[config.mk]
export PLATFORM = sky130hd
export DESIGN_NAME = palette_tint_shade_blend_top
export DESIGN_NICKNAME = d
export VERILOG_FILES = /design/src/rtl/core/ptsb_pkg.sv /design/src/rtl/core/ptsb_step.sv /design/src/rtl/core/palette_tint_shade_blend_top.sv
export SDC_FILE = /design/constraint.sdc
export NUM_CORES = 1
export LEC_CHECK = 0
export ABC_AREA = 1
export BUFFER_PORTS_ARGS = -buffer_cell sky130_fd_sc_hd__buf_2
export CAP_MARGIN = 0
export CORE_MARGIN = 1.5
export CORE_UTILIZATION = 59
export CTS_CLUSTER_SIZE = 30
export DETAILED_ROUTE_END_ITERATION = 8
export HOLD_SLACK_MARGIN = 0.03
export PLACE_DENSITY = 0.83
export SYNTH_ARGS = -nofsm -noshare
export SYNTH_HDL_FRONTEND = slang
export SYNTH_SLANG_ARGS = --single-unit
export TNS_END_PERCENT = 20
[constraint.sdc]
create_clock -name clk_i -period 6.5 [get_ports clk_i]
set_input_delay 0.65 -clock clk_i [delete_from_list [all_inputs] [get_ports clk_i]]
set_output_delay 0.65 -clock clk_i [all_outputs]
set_load 0.005 [all_outputs]
[src/rtl/core/ptsb_pkg.sv]
// Package of the palette tint/shade blender: types, constants, blend function.
// No dependencies.
`default_nettype none

package ptsb_pkg;

  localparam int unsigned CompW = 6;

  localparam logic [7:0] START_HIGH  = 8'h70;
  localparam logic [7:0] START_LOW   = 8'h10;
  localparam logic [6:0] FULL_WEIGHT = 7'h40;
  localparam logic [7:0] SHADE_MIN   = 8'h0f;

  typedef enum logic [1:0] {
    MODE_OFF  = 2'd0,
    MODE_HIGH = 2'd1,
    MODE_LOW  = 2'd2
  } blend_mode_e;

  typedef enum logic [2:0] {
    REG_BLEND_MODE  = 3'd0,
    REG_TINT_WEIGHT = 3'd1,
    REG_TINT_COLOR  = 3'd2,
    REG_BAND_COLOR  = 3'd3,
    REG_BAND_WEIGHT = 3'd4,
    REG_SHADE_COLOR = 3'd5,
    REG_SHADE_LEVEL = 3'd6
  } cfg_reg_e;

  typedef struct packed {
    logic [CompW-1:0] red;
    logic [CompW-1:0] green;
    logic [CompW-1:0] blue;
  } rgb_t;

  // One palette entry as it travels down the pipeline.
  typedef struct packed {
    logic [7:0] idx;
    rgb_t       rgb;
    logic       active;
  } item_t;

  // Controls of one blend step.
  typedef struct packed {
    logic             en;
    logic [CompW-1:0] k;
    rgb_t             target;
  } step_ctrl_t;

  // Moves one component toward its target: src +- (((|d| - 1) * k) >> 6).
  function automatic logic [CompW-1:0] lerp_comp(input logic [CompW-1:0] src,
                                                 input logic [CompW-1:0] tgt,
                                                 input logic [CompW-1:0] k);
    logic [CompW-1:0]   diff;
    logic [2*CompW-1:0] prod;
    logic [CompW-1:0]   mag;
    diff = (tgt > src) ? (tgt - src - 1'b1) : (src - tgt - 1'b1);
    prod = {{CompW{1'b0}}, diff} * {{CompW{1'b0}}, k};
    mag  = prod[2*CompW-1:CompW];
    if (tgt > src) begin
      return src + mag;
    end else if (tgt < src) begin
      return src - mag;
    end
    return src;
  endfunction

endpackage

`default_nettype wire

[src/rtl/core/ptsb_step.sv]
// One registered blend step of the palette blender pipeline.
// Depends on ptsb_pkg.
`default_nettype none

module ptsb_step (
  input  wire logic                clk_i,
  input  wire logic                rst_ni,
  input  wire logic                valid_i,
  input  wire ptsb_pkg::item_t     item_i,
  input  wire ptsb_pkg::step_ctrl_t ctrl_i,
  output logic                     valid_o,
  output ptsb_pkg::item_t          item_o
);

  logic            valid_q;
  ptsb_pkg::item_t item_d, item_q;

  always_comb begin
    item_d = item_i;
    if (item_i.active && ctrl_i.en) begin
      item_d.rgb.red   = ptsb_pkg::lerp_comp(item_i.rgb.red,   ctrl_i.target.red,   ctrl_i.k);
      item_d.rgb.green = ptsb_pkg::lerp_comp(item_i.rgb.green, ctrl_i.target.green, ctrl_i.k);
      item_d.rgb.blue  = ptsb_pkg::lerp_comp(item_i.rgb.blue,  ctrl_i.target.blue,  ctrl_i.k);
    end
  end

  always_ff @(posedge clk_i or negedge rst_ni) begin
    if (!rst_ni) begin
      valid_q <= 1'b0;
    end else begin
      valid_q <= valid_i;
    end
  end

  always_ff @(posedge clk_i) begin
    item_q <= item_d;
  end

  assign valid_o = valid_q;
  assign item_o  = item_q;

endmodule

`default_nettype wire

[src/rtl/core/palette_tint_shade_blend_top.sv]
// Top level of the palette tint/shade blender: config registers, input stage
// and three blend steps. Depends on ptsb_pkg and ptsb_step.
//
// Usage: one palette entry (index plus 6-bit red, green, blue) is taken as a
// request at each rising edge where start is high and busy is low. busy is
// always low, so a new request can be issued in every cycle.
// The path runs through the input register, then the tint, band and shade
// steps, each one register stage holding one 6x6 multiply per component.
// The result shows on the out_* ports for exactly one cycle with out_valid_o
// high, from the register of the shade step. Throughput is one entry per cycle.
// The receiver cannot stall, so the pipeline never holds.
// Entries below the start index of the current mode (112 or 16), and all
// entries in mode off, pass through with was_blended_o low.
// Configuration registers are written through cfg_valid_i/cfg_ready_o with a
// register index and data; cfg_ready_o is always high. Writes are expected
// only while the pipeline is empty. Indexes past the shade level are ignored.
// Reset clears the pipeline valid bits and loads the register defaults:
// mode 1, both weights 64, shade level 64, all target colors black.
`default_nettype none

module palette_tint_shade_blend_top (
  input  wire logic        clk_i,
  input  wire logic        rst_ni,
  input  wire logic        start,
  output logic             busy,
  input  wire logic [7:0]  entry_index_i,
  input  wire logic [5:0]  in_red_i,
  input  wire logic [5:0]  in_green_i,
  input  wire logic [5:0]  in_blue_i,
  output logic             out_valid_o,
  output logic [7:0]       out_index_o,
  output logic [5:0]       out_red_o,
  output logic [5:0]       out_green_o,
  output logic [5:0]       out_blue_o,
  output logic             was_blended_o,
  input  wire logic        cfg_valid_i,
  output logic             cfg_ready_o,
  input  wire logic [2:0]  cfg_index_i,
  input  wire logic [17:0] cfg_data_i
);

  // Configuration registers.
  logic [1:0]  blend_mode_q;
  logic [6:0]  tint_weight_q;
  logic [17:0] tint_color_q;
  logic [17:0] band_color_q;
  logic [6:0]  band_weight_q;
  logic [17:0] shade_color_q;
  logic [7:0]  shade_level_q;

  assign cfg_ready_o = 1'b1;
  assign busy        = 1'b0;

  always_ff @(posedge clk_i or negedge rst_ni) begin
    if (!rst_ni) begin
      blend_mode_q  <= ptsb_pkg::MODE_HIGH;
      tint_weight_q <= ptsb_pkg::FULL_WEIGHT;
      tint_color_q  <= '0;
      band_color_q  <= '0;
      band_weight_q <= ptsb_pkg::FULL_WEIGHT;
      shade_color_q <= '0;
      shade_level_q <= 8'(ptsb_pkg::FULL_WEIGHT);
    end else if (cfg_valid_i && cfg_ready_o) begin
      unique case (cfg_index_i)
        ptsb_pkg::REG_BLEND_MODE:  blend_mode_q  <= cfg_data_i[1:0];
        ptsb_pkg::REG_TINT_WEIGHT: tint_weight_q <= cfg_data_i[6:0];
        ptsb_pkg::REG_TINT_COLOR:  tint_color_q  <= cfg_data_i;
        ptsb_pkg::REG_BAND_COLOR:  band_color_q  <= cfg_data_i;
        ptsb_pkg::REG_BAND_WEIGHT: band_weight_q <= cfg_data_i[6:0];
        ptsb_pkg::REG_SHADE_COLOR: shade_color_q <= cfg_data_i;
        ptsb_pkg::REG_SHADE_LEVEL: shade_level_q <= cfg_data_i[7:0];
        default: ;
      endcase
    end
  end

  // Input stage: the mode and start index decide whether the entry blends.
  logic            in_active;
  logic            s0_valid_q;
  ptsb_pkg::item_t s0_item_d, s0_item_q;

  always_comb begin
    unique case (blend_mode_q)
      ptsb_pkg::MODE_HIGH: in_active = (entry_index_i >= ptsb_pkg::START_HIGH);
      ptsb_pkg::MODE_LOW:  in_active = (entry_index_i >= ptsb_pkg::START_LOW);
      default:             in_active = 1'b0;
    endcase
    s0_item_d.idx       = entry_index_i;
    s0_item_d.rgb.red   = in_red_i;
    s0_item_d.rgb.green = in_green_i;
    s0_item_d.rgb.blue  = in_blue_i;
    s0_item_d.active    = in_active;
  end

  always_ff @(posedge clk_i or negedge rst_ni) begin
    if (!rst_ni) begin
      s0_valid_q <= 1'b0;
    end else begin
      s0_valid_q <= start && !busy;
    end
  end

  always_ff @(posedge clk_i) begin
    s0_item_q <= s0_item_d;
  end

  // Step controls. A weight blends only when it lies in 1..63; k is 64 minus
  // the weight. The shade level is clamped from below to 15, and any level
  // of 64 or more makes the shade step pass through.
  ptsb_pkg::step_ctrl_t tint_ctrl, band_ctrl, shade_ctrl;
  logic [5:0]           shade_lvl;

  always_comb begin
    tint_ctrl.en     = (tint_weight_q != '0) && (tint_weight_q < ptsb_pkg::FULL_WEIGHT);
    tint_ctrl.k      = 6'(ptsb_pkg::FULL_WEIGHT - tint_weight_q);
    tint_ctrl.target = tint_color_q;

    band_ctrl.en     = (band_weight_q != '0) && (band_weight_q < ptsb_pkg::FULL_WEIGHT);
    band_ctrl.k      = 6'(ptsb_pkg::FULL_WEIGHT - band_weight_q);
    band_ctrl.target = band_color_q;

    shade_lvl = (shade_level_q < ptsb_pkg::SHADE_MIN) ? ptsb_pkg::SHADE_MIN[5:0]
                                                      : shade_level_q[5:0];
    shade_ctrl.en     = (shade_level_q < 8'(ptsb_pkg::FULL_WEIGHT));
    shade_ctrl.k      = 6'(ptsb_pkg::FULL_WEIGHT - {1'b0, shade_lvl});
    shade_ctrl.target = shade_color_q;
  end

  // Three cascaded blend stages.
  logic            s1_valid, s2_valid, s3_valid;
  ptsb_pkg::item_t s1_item, s2_item, s3_item;

  ptsb_step u_tint (
    .clk_i   (clk_i),
    .rst_ni  (rst_ni),
    .valid_i (s0_valid_q),
    .item_i  (s0_item_q),
    .ctrl_i  (tint_ctrl),
    .valid_o (s1_valid),
    .item_o  (s1_item)
  );

  ptsb_step u_band (
    .clk_i   (clk_i),
    .rst_ni  (rst_ni),
    .valid_i (s1_valid),
    .item_i  (s1_item),
    .ctrl_i  (band_ctrl),
    .valid_o (s2_valid),
    .item_o  (s2_item)
  );

  ptsb_step u_shade (
    .clk_i   (clk_i),
    .rst_ni  (rst_ni),
    .valid_i (s2_valid),
    .item_i  (s2_item),
    .ctrl_i  (shade_ctrl),
    .valid_o (s3_valid),
    .item_o  (s3_item)
  );

  // The last step's register is the result register.
  assign out_valid_o   = s3_valid;
  assign out_index_o   = s3_item.idx;
  assign out_red_o     = s3_item.rgb.red;
  assign out_green_o   = s3_item.rgb.green;
  assign out_blue_o    = s3_item.rgb.blue;
  assign was_blended_o = s3_item.active;

endmodule

`default_nettype wire

; After elaboration in Yosys (flattened, before gate mapping)
; Cells that the tools add are included.
[totals]
reg_bits = 190
input_bits = 51
[classes]
addsub = 57
mul = 9
n_lt_le_gt_ge = 24
n_eq_ne = 8
mux = 68
n_reduce_logical = 15
[ops]
columns = op, count
row1 = $mux W6, 37
row2 = $sub A6 B6 Y6, 27
row3 = $mul A6 B6 Y12, 9
row4 = $sub A6 B1 Y6 const B, 18
row5 = $add A6 B6 Y6, 9
row6 = $gt A6 B6 Y1, 9
row7 = $lt A6 B6 Y1, 9
row8 = $mux W18, 3
row9 = $mux W1, 27
row10 = $sub A1 B6 Y6 const A, 3
row11 = $lt A7 B7 Y1 const B, 2
row12 = $reduce_and A2 Y1, 7
row13 = $reduce_bool A7 Y1, 2
row14 = $eq A3 B3 Y1 const B, 3
row15 = $ge A8 B5 Y1 const B, 1
row16 = $ge A8 B7 Y1 const B, 1
row17 = $lt A8 B4 Y1 const B, 1
row18 = $lt A8 B7 Y1 const B, 1
row19 = $eq A3 B2 Y1 const B, 2
row20 = $logic_and A1 B1 Y1, 5
row21 = $eq A3 B1 Y1 const B, 1
row22 = $logic_not A3 Y1, 1
row23 = $eq A2 B1 Y1 const B, 1
row24 = $eq A2 B2 Y1 const B, 1
row25 = $pmux W1 S2, 1

; Logic depth before layout (Yosys ltp)
; Gate-level depths: netlist of run 1.
[logic_depth]
depth_word = 9
mapped_depth = 49

; Hierarchy
; Synthesis of run 1 repeated with hierarchy kept, for this count alone.
[unflattened]
hier_cells = 3195
hier_area_um2 = 23563.8
[modules_own_cells]
columns = mod, instances, cells_each, area_per_inst_um2, seq_area_each_um2
row1 = ptsb_step at u_tint, 1, 947, 6595.1, 565.5
row2 = ptsb_step at u_shade, 1, 941, 6488.7, 565.5
row3 = ptsb_step at u_band, 1, 926, 6402.4, 565.5
row4 = palette_tint_shade_blend_top, 1, 381, 4077.7, 2522.4

; Worst setup path before layout of run 1
; Ideal clock, no wire load.
[synth_path]
kind = reg2reg
start = reg shade_color_q[12]
end = reg u_shade.item_q, in the netlist u_shade.item_o[18]
t_arrival_ps = 6475
path_slack_ps = -88
path_stages_with_launch = 40
path_buffers = 0
synth_period_minus_slack_ps = 6588
path_cell_list = dfrtp_1 -> inv_1 -> ha_1 -> inv_1 -> fa_1 -> nand2_1 -> nand3_1 -> nand2_2 -> inv_2 -> o21ai_0 -> nand3_1 -> o21ai_0 -> xor2_1 -> nor2_1 -> fa_1 -> inv_1 -> fa_1 -> fa_1 -> [4 not listed] -> nand2_1 -> ha_1 -> inv_1 -> o21ai_0 -> inv_1 -> ha_1 -> nand2_1 -> o21ai_0 -> a21oi_1 -> o21bai_1 -> xor2_1 -> nand3_1 -> nand2_1 -> inv_1 -> nand2_1 -> nand3_1 -> nand2_1 -> nand2_1
[synth_lines]
columns = element, line_no
row1 = start: declaration, palette_tint_shade_blend_top.sv:48  ; logic [17:0] shade_color_q;
row2 = start signal: assignment, palette_tint_shade_blend_top.sv:70  ; ptsb_pkg::REG_SHADE_COLOR: shade_color_q <= cfg_data_i;
row3 = end signal: assignment, ptsb_step.sv:36  ; item_q <= item_d;
row4 = end: declaration, ptsb_step.sv:16  ; ptsb_pkg::item_t item_d, item_q;

==> results of run 1 <==
[registers in the layout, summed over array words and instances, names as in the netlist, 2 cells and up]
register        count
band_color_q       18
band_weight_q       7
blend_mode_q        2
s0_item_q          27
shade_color_q      18
shade_level_q       8
tint_color_q       18
tint_weight_q       7
u_band.item_o      27
u_shade.item_o     27
u_tint.item_o      27
[metal layers]
| metal | GRT usage (%) | vias to the layer above | wire length [um] |
|---|---|---|---|
| met4 | 16.7 | 0 | 3970 |
| li1 | - | 11000 | - |
| met2 | 59.6 | 1024 | 35200 |
| met1 | 40.3 | 11000 | 27600 |
| met5 | 0 | - | 0 |
| met3 | 4.12 | 316 | 4440 |
[path summary, 6_finish.rpt]
path / from / to
setup / recovery: s0_item_q[3] / u_tint.item_o[6]
hold / removal: rst_ni / band_color_q[2]
setup reg to reg: s0_item_q[3] / u_tint.item_o[6]
hold reg to reg: u_tint.item_o[20] / u_band.item_o[20]
max in group asynchronous: rst_ni / tint_color_q[1]
min in group clk_i: in_green_i[4] / s0_item_q[11]
[cell families after synthesis]
kind of cell | share of synthesized area [%]
other | 0.0329
AO/OA/AOI/OAI | 8.15
flip-flops | 18.5
AND/OR/NAND/NOR | 25.6
buffers and inverters | 11.1
XOR/XNOR | 4.60
adder cells (fa/ha/maj) | 32.0
[worst reg2reg max path: cells and delay by family (launching register included)]
kind	cells	cell delay, ps
AOI/OAI and AO/OA	4	810
xor gates and xnor gates	2	520
adders and majority gates	7	2310
buffers and inverters	7	440
DFF	1	490
and+or+nand+nor	26	2330
[cells in the final DEF (no fill, tap or decap), types with 77 or more instances in the layout]
master / instances
ha_1: 250
a21oi_1: 96
nand2_2: 106
nand3_1: 161
buf_4: 510
nor2_1: 284
fa_1: 161
o21ai_0: 156
inv_1: 559
buf_2: 77
dfxtp_1: 102
nand2_1: 605
dfrtp_1: 77
[stage by stage]
stage	setup slack (ps)	setup TNS (ps)
3_3_place_gp	-413	-1480
6_report	-504	-3060
3_5_place_dp	-619	-3940
5_1_grt	-786	-8490
2_1_floorplan	-4.41	-6.69
4_1_cts	-236	-1830
[timing repair]
action	4_1_cts	5_1_grt
setup buffers	69	58
resized for setup	138	298
endpoints found under the setup margin	15	29
pin swaps	124	251
[area by class of cell]
type / count / area (um^2) / area share (%)
Clock buffer: 18 / 429 / 1.43
Clock inverter: 14 / 158 / 0.527
Inverter: 619 / 2350 / 7.86
Multi-Input combinational cell: 2303 / 17800 / 59.6
Sequential cell: 190 / 4230 / 14.1
Tap cell: 511 / 639 / 2.14
Timing Repair Buffer: 593 / 4280 / 14.3
==> results.json, run 1 <==
{
  "clock-sinks": 190,
  "ys_ff_latch": 190,
  "drt-initial-drc-count": 1821,
  "end_kind": "flop",
  "syn_nets": 3684,
  "clock_path_buffers": 2,
  "dr.pass1.iters": 8,
  "ys_async_sr_fraction_pct": 43.2,
  "rr_worst_depth": 46,
  "io_buffers": 78,
  "path_buf_inv": 7,
  "antenna_left": 0,
  "vias": 23300,
  "grt_max_degree": 48,
  "first_global_vias": 23200,
  "min_period_ps": 7000,
  "violations": "negative setup slack",
  "die_h_um": 200,
  "instances_no_fill": 4248,
  "synth.most_common_cell": "nand2_1",
  "crit_family": "simple AND/OR/NAND/NOR gates",
  "setup_violations": 14,
  "core_um2": 37900,
  "final_area_um2": 29900,
  "place_area_um2": 26600,
  "numCtsBuffers": 17,
  "final_hold_viol_count": 0,
  "grt_antenna_before_repair": 0,
  "gp_congestion": 0.952,
  "antenna_cells": 0,
  "setup_slack_ps": -504,
  "period_share_pct": 108,
  "wl_mm": 71.2,
  "drv_cap": 0,
  "die_width_um": 200,
  "cp_slowest_stage_delay_ps": 510,
  "yosys-top-cells-area": "ha_1, fa_1, nand2_1",
  "crit_top_cell": "nand2_2",
  "status": "finished with violations",
  "drive_gt1_share_pct": 29.1,
  "rrSetupSlack_ps": -500,
  "fin_util_pct": 78.9,
  "clkTransAtPathRegs_ps": 80,
  "slew_violations": 0,
  "skew_ps": 16.7,
  "wl_per_cell_um": 16.8,
  "avgSynthCellArea_um2": 7.25,
  "dpl.hpwl_mm": 51.9,
  "start_util_pct": 60.3,
  "synthesis.area_um2": 22900,
  "cts_root_buf": "clkbuf_16",
  "slowest_stage": "fa_1",
  "cp.required_ps": 6870,
  "htreeDepth": 4,
  "fmax_ghz": 0.143,
  "ios": 81,
  "criticalPathCategory": "reg2reg",
  "synthTopCellsByCount": "nand2_1, inv_1, nor2_1, ha_1, nand3_1",
  "drc": 0,
  "clk_latency_ps": 470,
  "yosysWarningCount": 0,
  "synthCells": 3151,
  "whs_ps": 140,
  "syn_to_final_growth_pct": 30.9,
  "cts_tree": "done",
  "overflow": 0,
  "rsz0062_at_grt": "yes",
  "start_kind": "flop",
  "synth-edff-count": 0,
  "placed_cells": 4091,
  "worstPathArrival_ps": 7370,
  "ys.flop_type": "dfxtp_1",
  "grt_usage_pct": 33.6,
  "worst_slew_pin_slew_ps": 1230,
  "ctsHoldBuffers": 0,
  "placementRows": 71,
  "yosysTopAreaCell": "ha_1",
  "cp_max_fo": 5,
  "relSlewSlack_pct": 17.5,
  "die_area_um2": 39900,
  "holdCritPathClass": "in2async",
  "synth_top_area_share_pct": 17.0,
  "fill_cells": 2524,
  "avgViaCountPerCell": 5.50,
  "worst-path-stages": 46,
  "seq_area_frac_synth_pct": 18.5,
  "nNetsFinal": 4257,
  "grt_pass1_wl_mm": 107,
  "synth_cell_type_count": 48
}
Power of run 1 is left out: the tool's default activity adds up to more than one toggle a clock period on the data nets, which glitch-free logic cannot reach.
==> inputs of run 2 (changes only) <==
--- a/config.mk
+++ b/config.mk
@@ -8,12 +8,14 @@
 export ABC_AREA = 1
 export BUFFER_PORTS_ARGS = -buffer_cell sky130_fd_sc_hd__buf_2
 export CAP_MARGIN = 0
+export CELL_PAD_IN_SITES_DETAIL_PLACEMENT = 1
+export CELL_PAD_IN_SITES_GLOBAL_PLACEMENT = 2
 export CORE_MARGIN = 1.5
-export CORE_UTILIZATION = 59
+export CORE_UTILIZATION = 34
 export CTS_CLUSTER_SIZE = 30
 export DETAILED_ROUTE_END_ITERATION = 8
 export HOLD_SLACK_MARGIN = 0.03
-export PLACE_DENSITY = 0.83
+export PLACE_DENSITY = 0.82
 export SYNTH_ARGS = -nofsm -noshare
 export SYNTH_HDL_FRONTEND = slang
 export SYNTH_SLANG_ARGS = --single-unit
==> results.json, run 2 (synthesized netlist as in run 1, its figures left out) <==
{
  "clock_path_buffers": 2,
  "drc": 0,
  "seqCellArea_um2": 4230,
  "ctsHoldBuffers": 0,
  "wl_mm": 85.2,
  "cts_tree": "done",
  "clkTransAtPathRegs_ps": 90,
  "cp_slowest_stage_delay_ps": 490,
  "io_buffers": 78,
  "grt_antenna_before_repair": 6,
  "die_h_um": 262,
  "drt-initial-drc-count": 864,
  "cp.required_ps": 6890,
  "core_um2": 66100,
  "finalSetupTns_ps": -3080,
  "fmax_ghz": 0.145,
  "drv_cap": 0,
  "grt_usage_pct": 23.5,
  "worst_slew_pin_slew_ps": 1200,
  "syn_to_final_growth_pct": 42.3,
  "first_global_vias": 26000,
  "die_area_um2": 68800,
  "violations": "negative setup slack",
  "status": "finished with violations",
  "gp_congestion": 0.904,
  "end_kind": "flop",
  "overflow": 0,
  "final_common_cell": "buf_4",
  "crit_family": "adder cells",
  "htreeDepth": 4,
  "period_share_pct": 106,
  "antenna_left": 0,
  "criticalPathCategory": "reg2reg",
  "worstPathArrival_ps": 7290,
  "dpl.hpwl_mm": 65.2,
  "multi_input_comb_area_um2": 18400,
  "ios": 81,
  "start_util_pct": 34.6,
  "dr.pass1.iters": 5,
  "relSlewSlack_pct": 19.9,
  "avgViaCountPerCell": 4.86,
  "final_cell_mix": "buf_4, nand2_1, inv_1",
  "cts_root_buf": "clkbuf_16",
  "fin_util_pct": 49.2,
  "setup_violations": 12,
  "holdCritPathClass": "in2async",
  "start_kind": "flop",
  "clk_latency_ps": 490,
  "wl_per_cell_um": 17.7,
  "min_period_ps": 6900,
  "slowest_stage": "fa_1",
  "crit_top_cell": "nand2_2",
  "setup_slack_ps": -396,
  "path_buf_inv": 12,
  "slew_violations": 0,
  "die_width_um": 262,
  "vias": 23400,
  "clock-sinks": 190,
  "grt_max_degree": 48,
  "numCtsBuffers": 17,
  "cp_max_fo": 5,
  "grt_pass1_wl_mm": 131,
  "placementRows": 94,
  "fill_cells": 8245,
  "rsz0062_at_grt": "yes",
  "skew_ps": 18.2,
  "nNetsFinal": 4465,
  "final_hold_viol_count": 0,
  "whs_ps": 130,
  "drive_gt1_share_pct": 35.5
}
## run 2: changes by cell type in the layout (fill, tap and decap cells not counted), sizes merged
cell    delta
buf      +208
clkinv     -6
inv        +6
diode      +1
## run 2: through the flow
stage	cells	cell area, um^2	worst slack [ps]
final	4810	32500	-396
after global placement	4605	28300	-518
after CTS	4742	30400	-354
after detailed placement	4605	28300	-718
after floorplan	3151	22900	-4.41
after global routing	4809	32500	-790
## run 2: path summary, 6_finish.rpt
path                                          end         startpoint  slack, ps  cells past startpoint
max in group asynchronous        tint_color_q[15]             rst_ni       5310                      2
worst min-delay path              blend_mode_q[1]             rst_ni        130                      1
worst min register to register  u_band.item_o[22]  u_tint.item_o[22]        330                      0
worst max register to register   u_tint.item_o[6]    tint_color_q[0]       -400                     48
min in group clk_i                   s0_item_q[4]       in_blue_i[3]        260                      1
worst max-delay path             u_tint.item_o[6]    tint_color_q[0]       -400                     48
## run 2: repair_timing
item,CTS,global route
pin swaps,156,342
setup endpoints to repair,22,36
gates resized for setup,186,386
setup buffers,105,68
## run 2: worst register-to-register path: cells and delay by family (launching register included)
family / cells / cell delay (ps)
compound gates: 3 / 370
xor+xnor: 3 / 570
fa+ha+maj: 8 / 2460
buf+inv: 12 / 1010
flops: 1 / 400
simple gates: 22 / 1990
## run 2: cell type report
type / instances / area share (%)
inverter: 619 / 7.23
sequential: 190 / 13.0
multi-input combinational: 2303 / 56.5
tap: 864 / 3.32
antenna: 1 / 0.00769
clock buffer: 18 / 1.35
timing repair buffer: 801 / 18.1
clock inverter: 14 / 0.535
## run 2: metal layers
metal | share of wire (%) | global-route usage, % | vias up
li1 | - | - | 11400
met5 | 0.013 | 0 | -
met1 | 41 | 26.9 | 11600
met3 | 1.8 | 1.75 | 141
met2 | 54 | 45.4 | 278
met4 | 3.1 | 8.14 | 2
Power of run 2 is left out for the same reason.
==> inputs of run 3 (changes only) <==
--- a/config.mk
+++ b/config.mk
@@ -11,11 +11,11 @@
 export CELL_PAD_IN_SITES_DETAIL_PLACEMENT = 1
 export CELL_PAD_IN_SITES_GLOBAL_PLACEMENT = 2
 export CORE_MARGIN = 1.5
-export CORE_UTILIZATION = 34
+export CORE_UTILIZATION = 38
 export CTS_CLUSTER_SIZE = 30
 export DETAILED_ROUTE_END_ITERATION = 8
 export HOLD_SLACK_MARGIN = 0.03
-export PLACE_DENSITY = 0.82
+export PLACE_DENSITY = 0.87
 export SYNTH_ARGS = -nofsm -noshare
 export SYNTH_HDL_FRONTEND = slang
 export SYNTH_SLANG_ARGS = --single-unit
==> constraint.sdc (replaced) <==
create_clock -name clk_i -period 7.75 [get_ports clk_i]
set_input_delay 0.775 -clock clk_i [delete_from_list [all_inputs] [get_ports clk_i]]
set_output_delay 0.775 -clock clk_i [all_outputs]
set_load 0.005 [all_outputs]
==> results.json, run 3 (synthesized netlist as in run 1, its figures left out) <==
{
  "status": "finished with violations",
  "violations": "design-rule violations",
  "crit_family": "adder cells",
  "wl_per_cell_um": 16.7,
  "setup_violations": 0,
  "cp_max_fo": 6,
  "vias": 20300,
  "whs_ps": 207,
  "dpl.hpwl_mm": 57.4,
  "io_buffers": 78,
  "numCtsBuffers": 17,
  "crit_top_cell": "nand2_1",
  "gp_congestion": 0.886,
  "start_util_pct": 38.6,
  "rr_worst_depth": 41,
  "slowest_stage": "fa_1",
  "avgViaCountPerCell": 5.00,
  "period_share_pct": 94.1,
  "path_buf_inv": 7,
  "htreeDepth": 4,
  "multi_input_comb_area_um2": 16200,
  "final_common_cell": "nand2_1",
  "die_h_um": 248,
  "cp.required_ps": 8140,
  "overflow": 0,
  "rrSetupSlack_ps": 460,
  "drc": 2,
  "grt_pass1_wl_mm": 111,
  "clkTransAtPathRegs_ps": 80,
  "drive_gt1_share_pct": 9.68,
  "placed_cells": 3998,
  "drv_cap": 0,
  "worst_slew_pin_slew_ps": 1150,
  "rsz0062_at_grt": "yes",
  "clock_path_buffers": 2,
  "dpl_worst_slack_ps": 108,
  "clock-sinks": 190,
  "nNetsFinal": 3804,
  "wl_mm": 67.7,
  "dr.pass1.iters": 8,
  "r2r-start": "u_tint.item_o[12]",
  "setup_slack_ps": 460,
  "ios": 81,
  "skew_ps": 14.9,
  "start_kind": "flop",
  "core_um2": 59200,
  "cts_tree": "done",
  "min_period_ps": 7290,
  "placementRows": 89,
  "final_cell_mix": "nand2_1, inv_1, nor2_1",
  "syn_to_final_growth_pct": 10.3,
  "die_width_um": 248,
  "holdCritPathClass": "in2async",
  "r2r_end": "u_band.item_o[12]",
  "fmax_ghz": 0.137,
  "end_kind": "flop",
  "first_global_vias": 21900,
  "antenna_left": 0,
  "fill_cells": 7607,
  "drt-initial-drc-count": 737,
  "die_area_um2": 61600,
  "final_hold_viol_count": 0,
  "cts_root_buf": "clkbuf_16",
  "relSlewSlack_pct": 23.5,
  "slew_violations": 0,
  "worstPathArrival_ps": 7680,
  "instances_no_fill": 4058,
  "clk_latency_ps": 510,
  "grt_max_degree": 53,
  "grt_antenna_before_repair": 4,
  "ctsHoldBuffers": 0,
  "seqCellArea_um2": 4220,
  "cp_slowest_stage_delay_ps": 560,
  "criticalPathCategory": "reg2reg",
  "grt_usage_pct": 22.8
}
## run 3: cell count changes in the layout (fill, tap and decap cells not counted), sizes merged
cell	previous run	this run
clkinvlp	1	0
clkinv	5	8
buf	801	140
inv	627	625
## run 3: metrics by stage
stage          TNS, ps  util (%)  cell area (um^2)
6_report             0      42.5             25200
5_1_grt           -490      42.5             25200
4_1_cts              0      42.0             24900
3_5_place_dp         0      41.0             24300
3_3_place_gp         0      41.0             24300
2_1_floorplan        0         -             22900
## run 3: metal layers
| metal | track usage, % | vias to the layer above | wire length, um | part of all wire (%) |
|---|---|---|---|---|
| met5 | 0 | - | 0 | 0 |
| met4 | 6.93 | 0 | 1570 | 2.3 |
| met3 | 2.50 | 79 | 1420 | 2.1 |
| met2 | 41.4 | 208 | 34100 | 50 |
| met1 | 28.2 | 9970 | 30700 | 45 |
| li1 | - | 10000 | - | - |
## run 3: repair_timing
item                                    in CTS  in global routing
resized for setup                            0                 41
endpoints found under the setup margin       0                  9
buffers inserted                             0                 27
## run 3: worst max path at each step
stage / from / to / slack [ps] / depth (start not counted)
2_1_floorplan: shade_color_q[12] / u_shade.item_o[18] / 1160 / 39
6_report: u_tint.item_o[12] / u_band.item_o[12] / 460 / 41
3_5_place_dp: shade_color_q[12] / u_shade.item_o[18] / 110 / 39
3_3_place_gp: tint_color_q[0] / u_tint.item_o[6] / 320 / 46
4_1_cts: shade_color_q[12] / u_shade.item_o[18] / 70 / 39
5_1_grt: tint_color_q[15] / u_tint.item_o[18] / -100 / 44
## run 3: final cells by class
| class | count | area share (%) |
|---|---|---|
| clock inverters | 14 | 0.635 |
| well taps | 773 | 3.84 |
| repair buffers | 140 | 3.41 |
| inverters | 619 | 9.25 |
| diodes | 1 | 0.00993 |
| multi-input cells | 2303 | 64.4 |
| flip-flops and latches | 190 | 16.7 |
| clock buffers | 18 | 1.70 |
## run 3: worst register-to-register path, delay by kind of cell (launching register included)
family | cells | cell delay [ps]
and+or+nand+nor | 20 | 2160
DFF | 1 | 410
AOI/OAI and AO/OA | 4 | 740
buffers and inverters | 7 | 540
adders and majority gates | 7 | 2760
xor gates and xnor gates | 3 | 580
Power of run 3 is left out for the same reason.
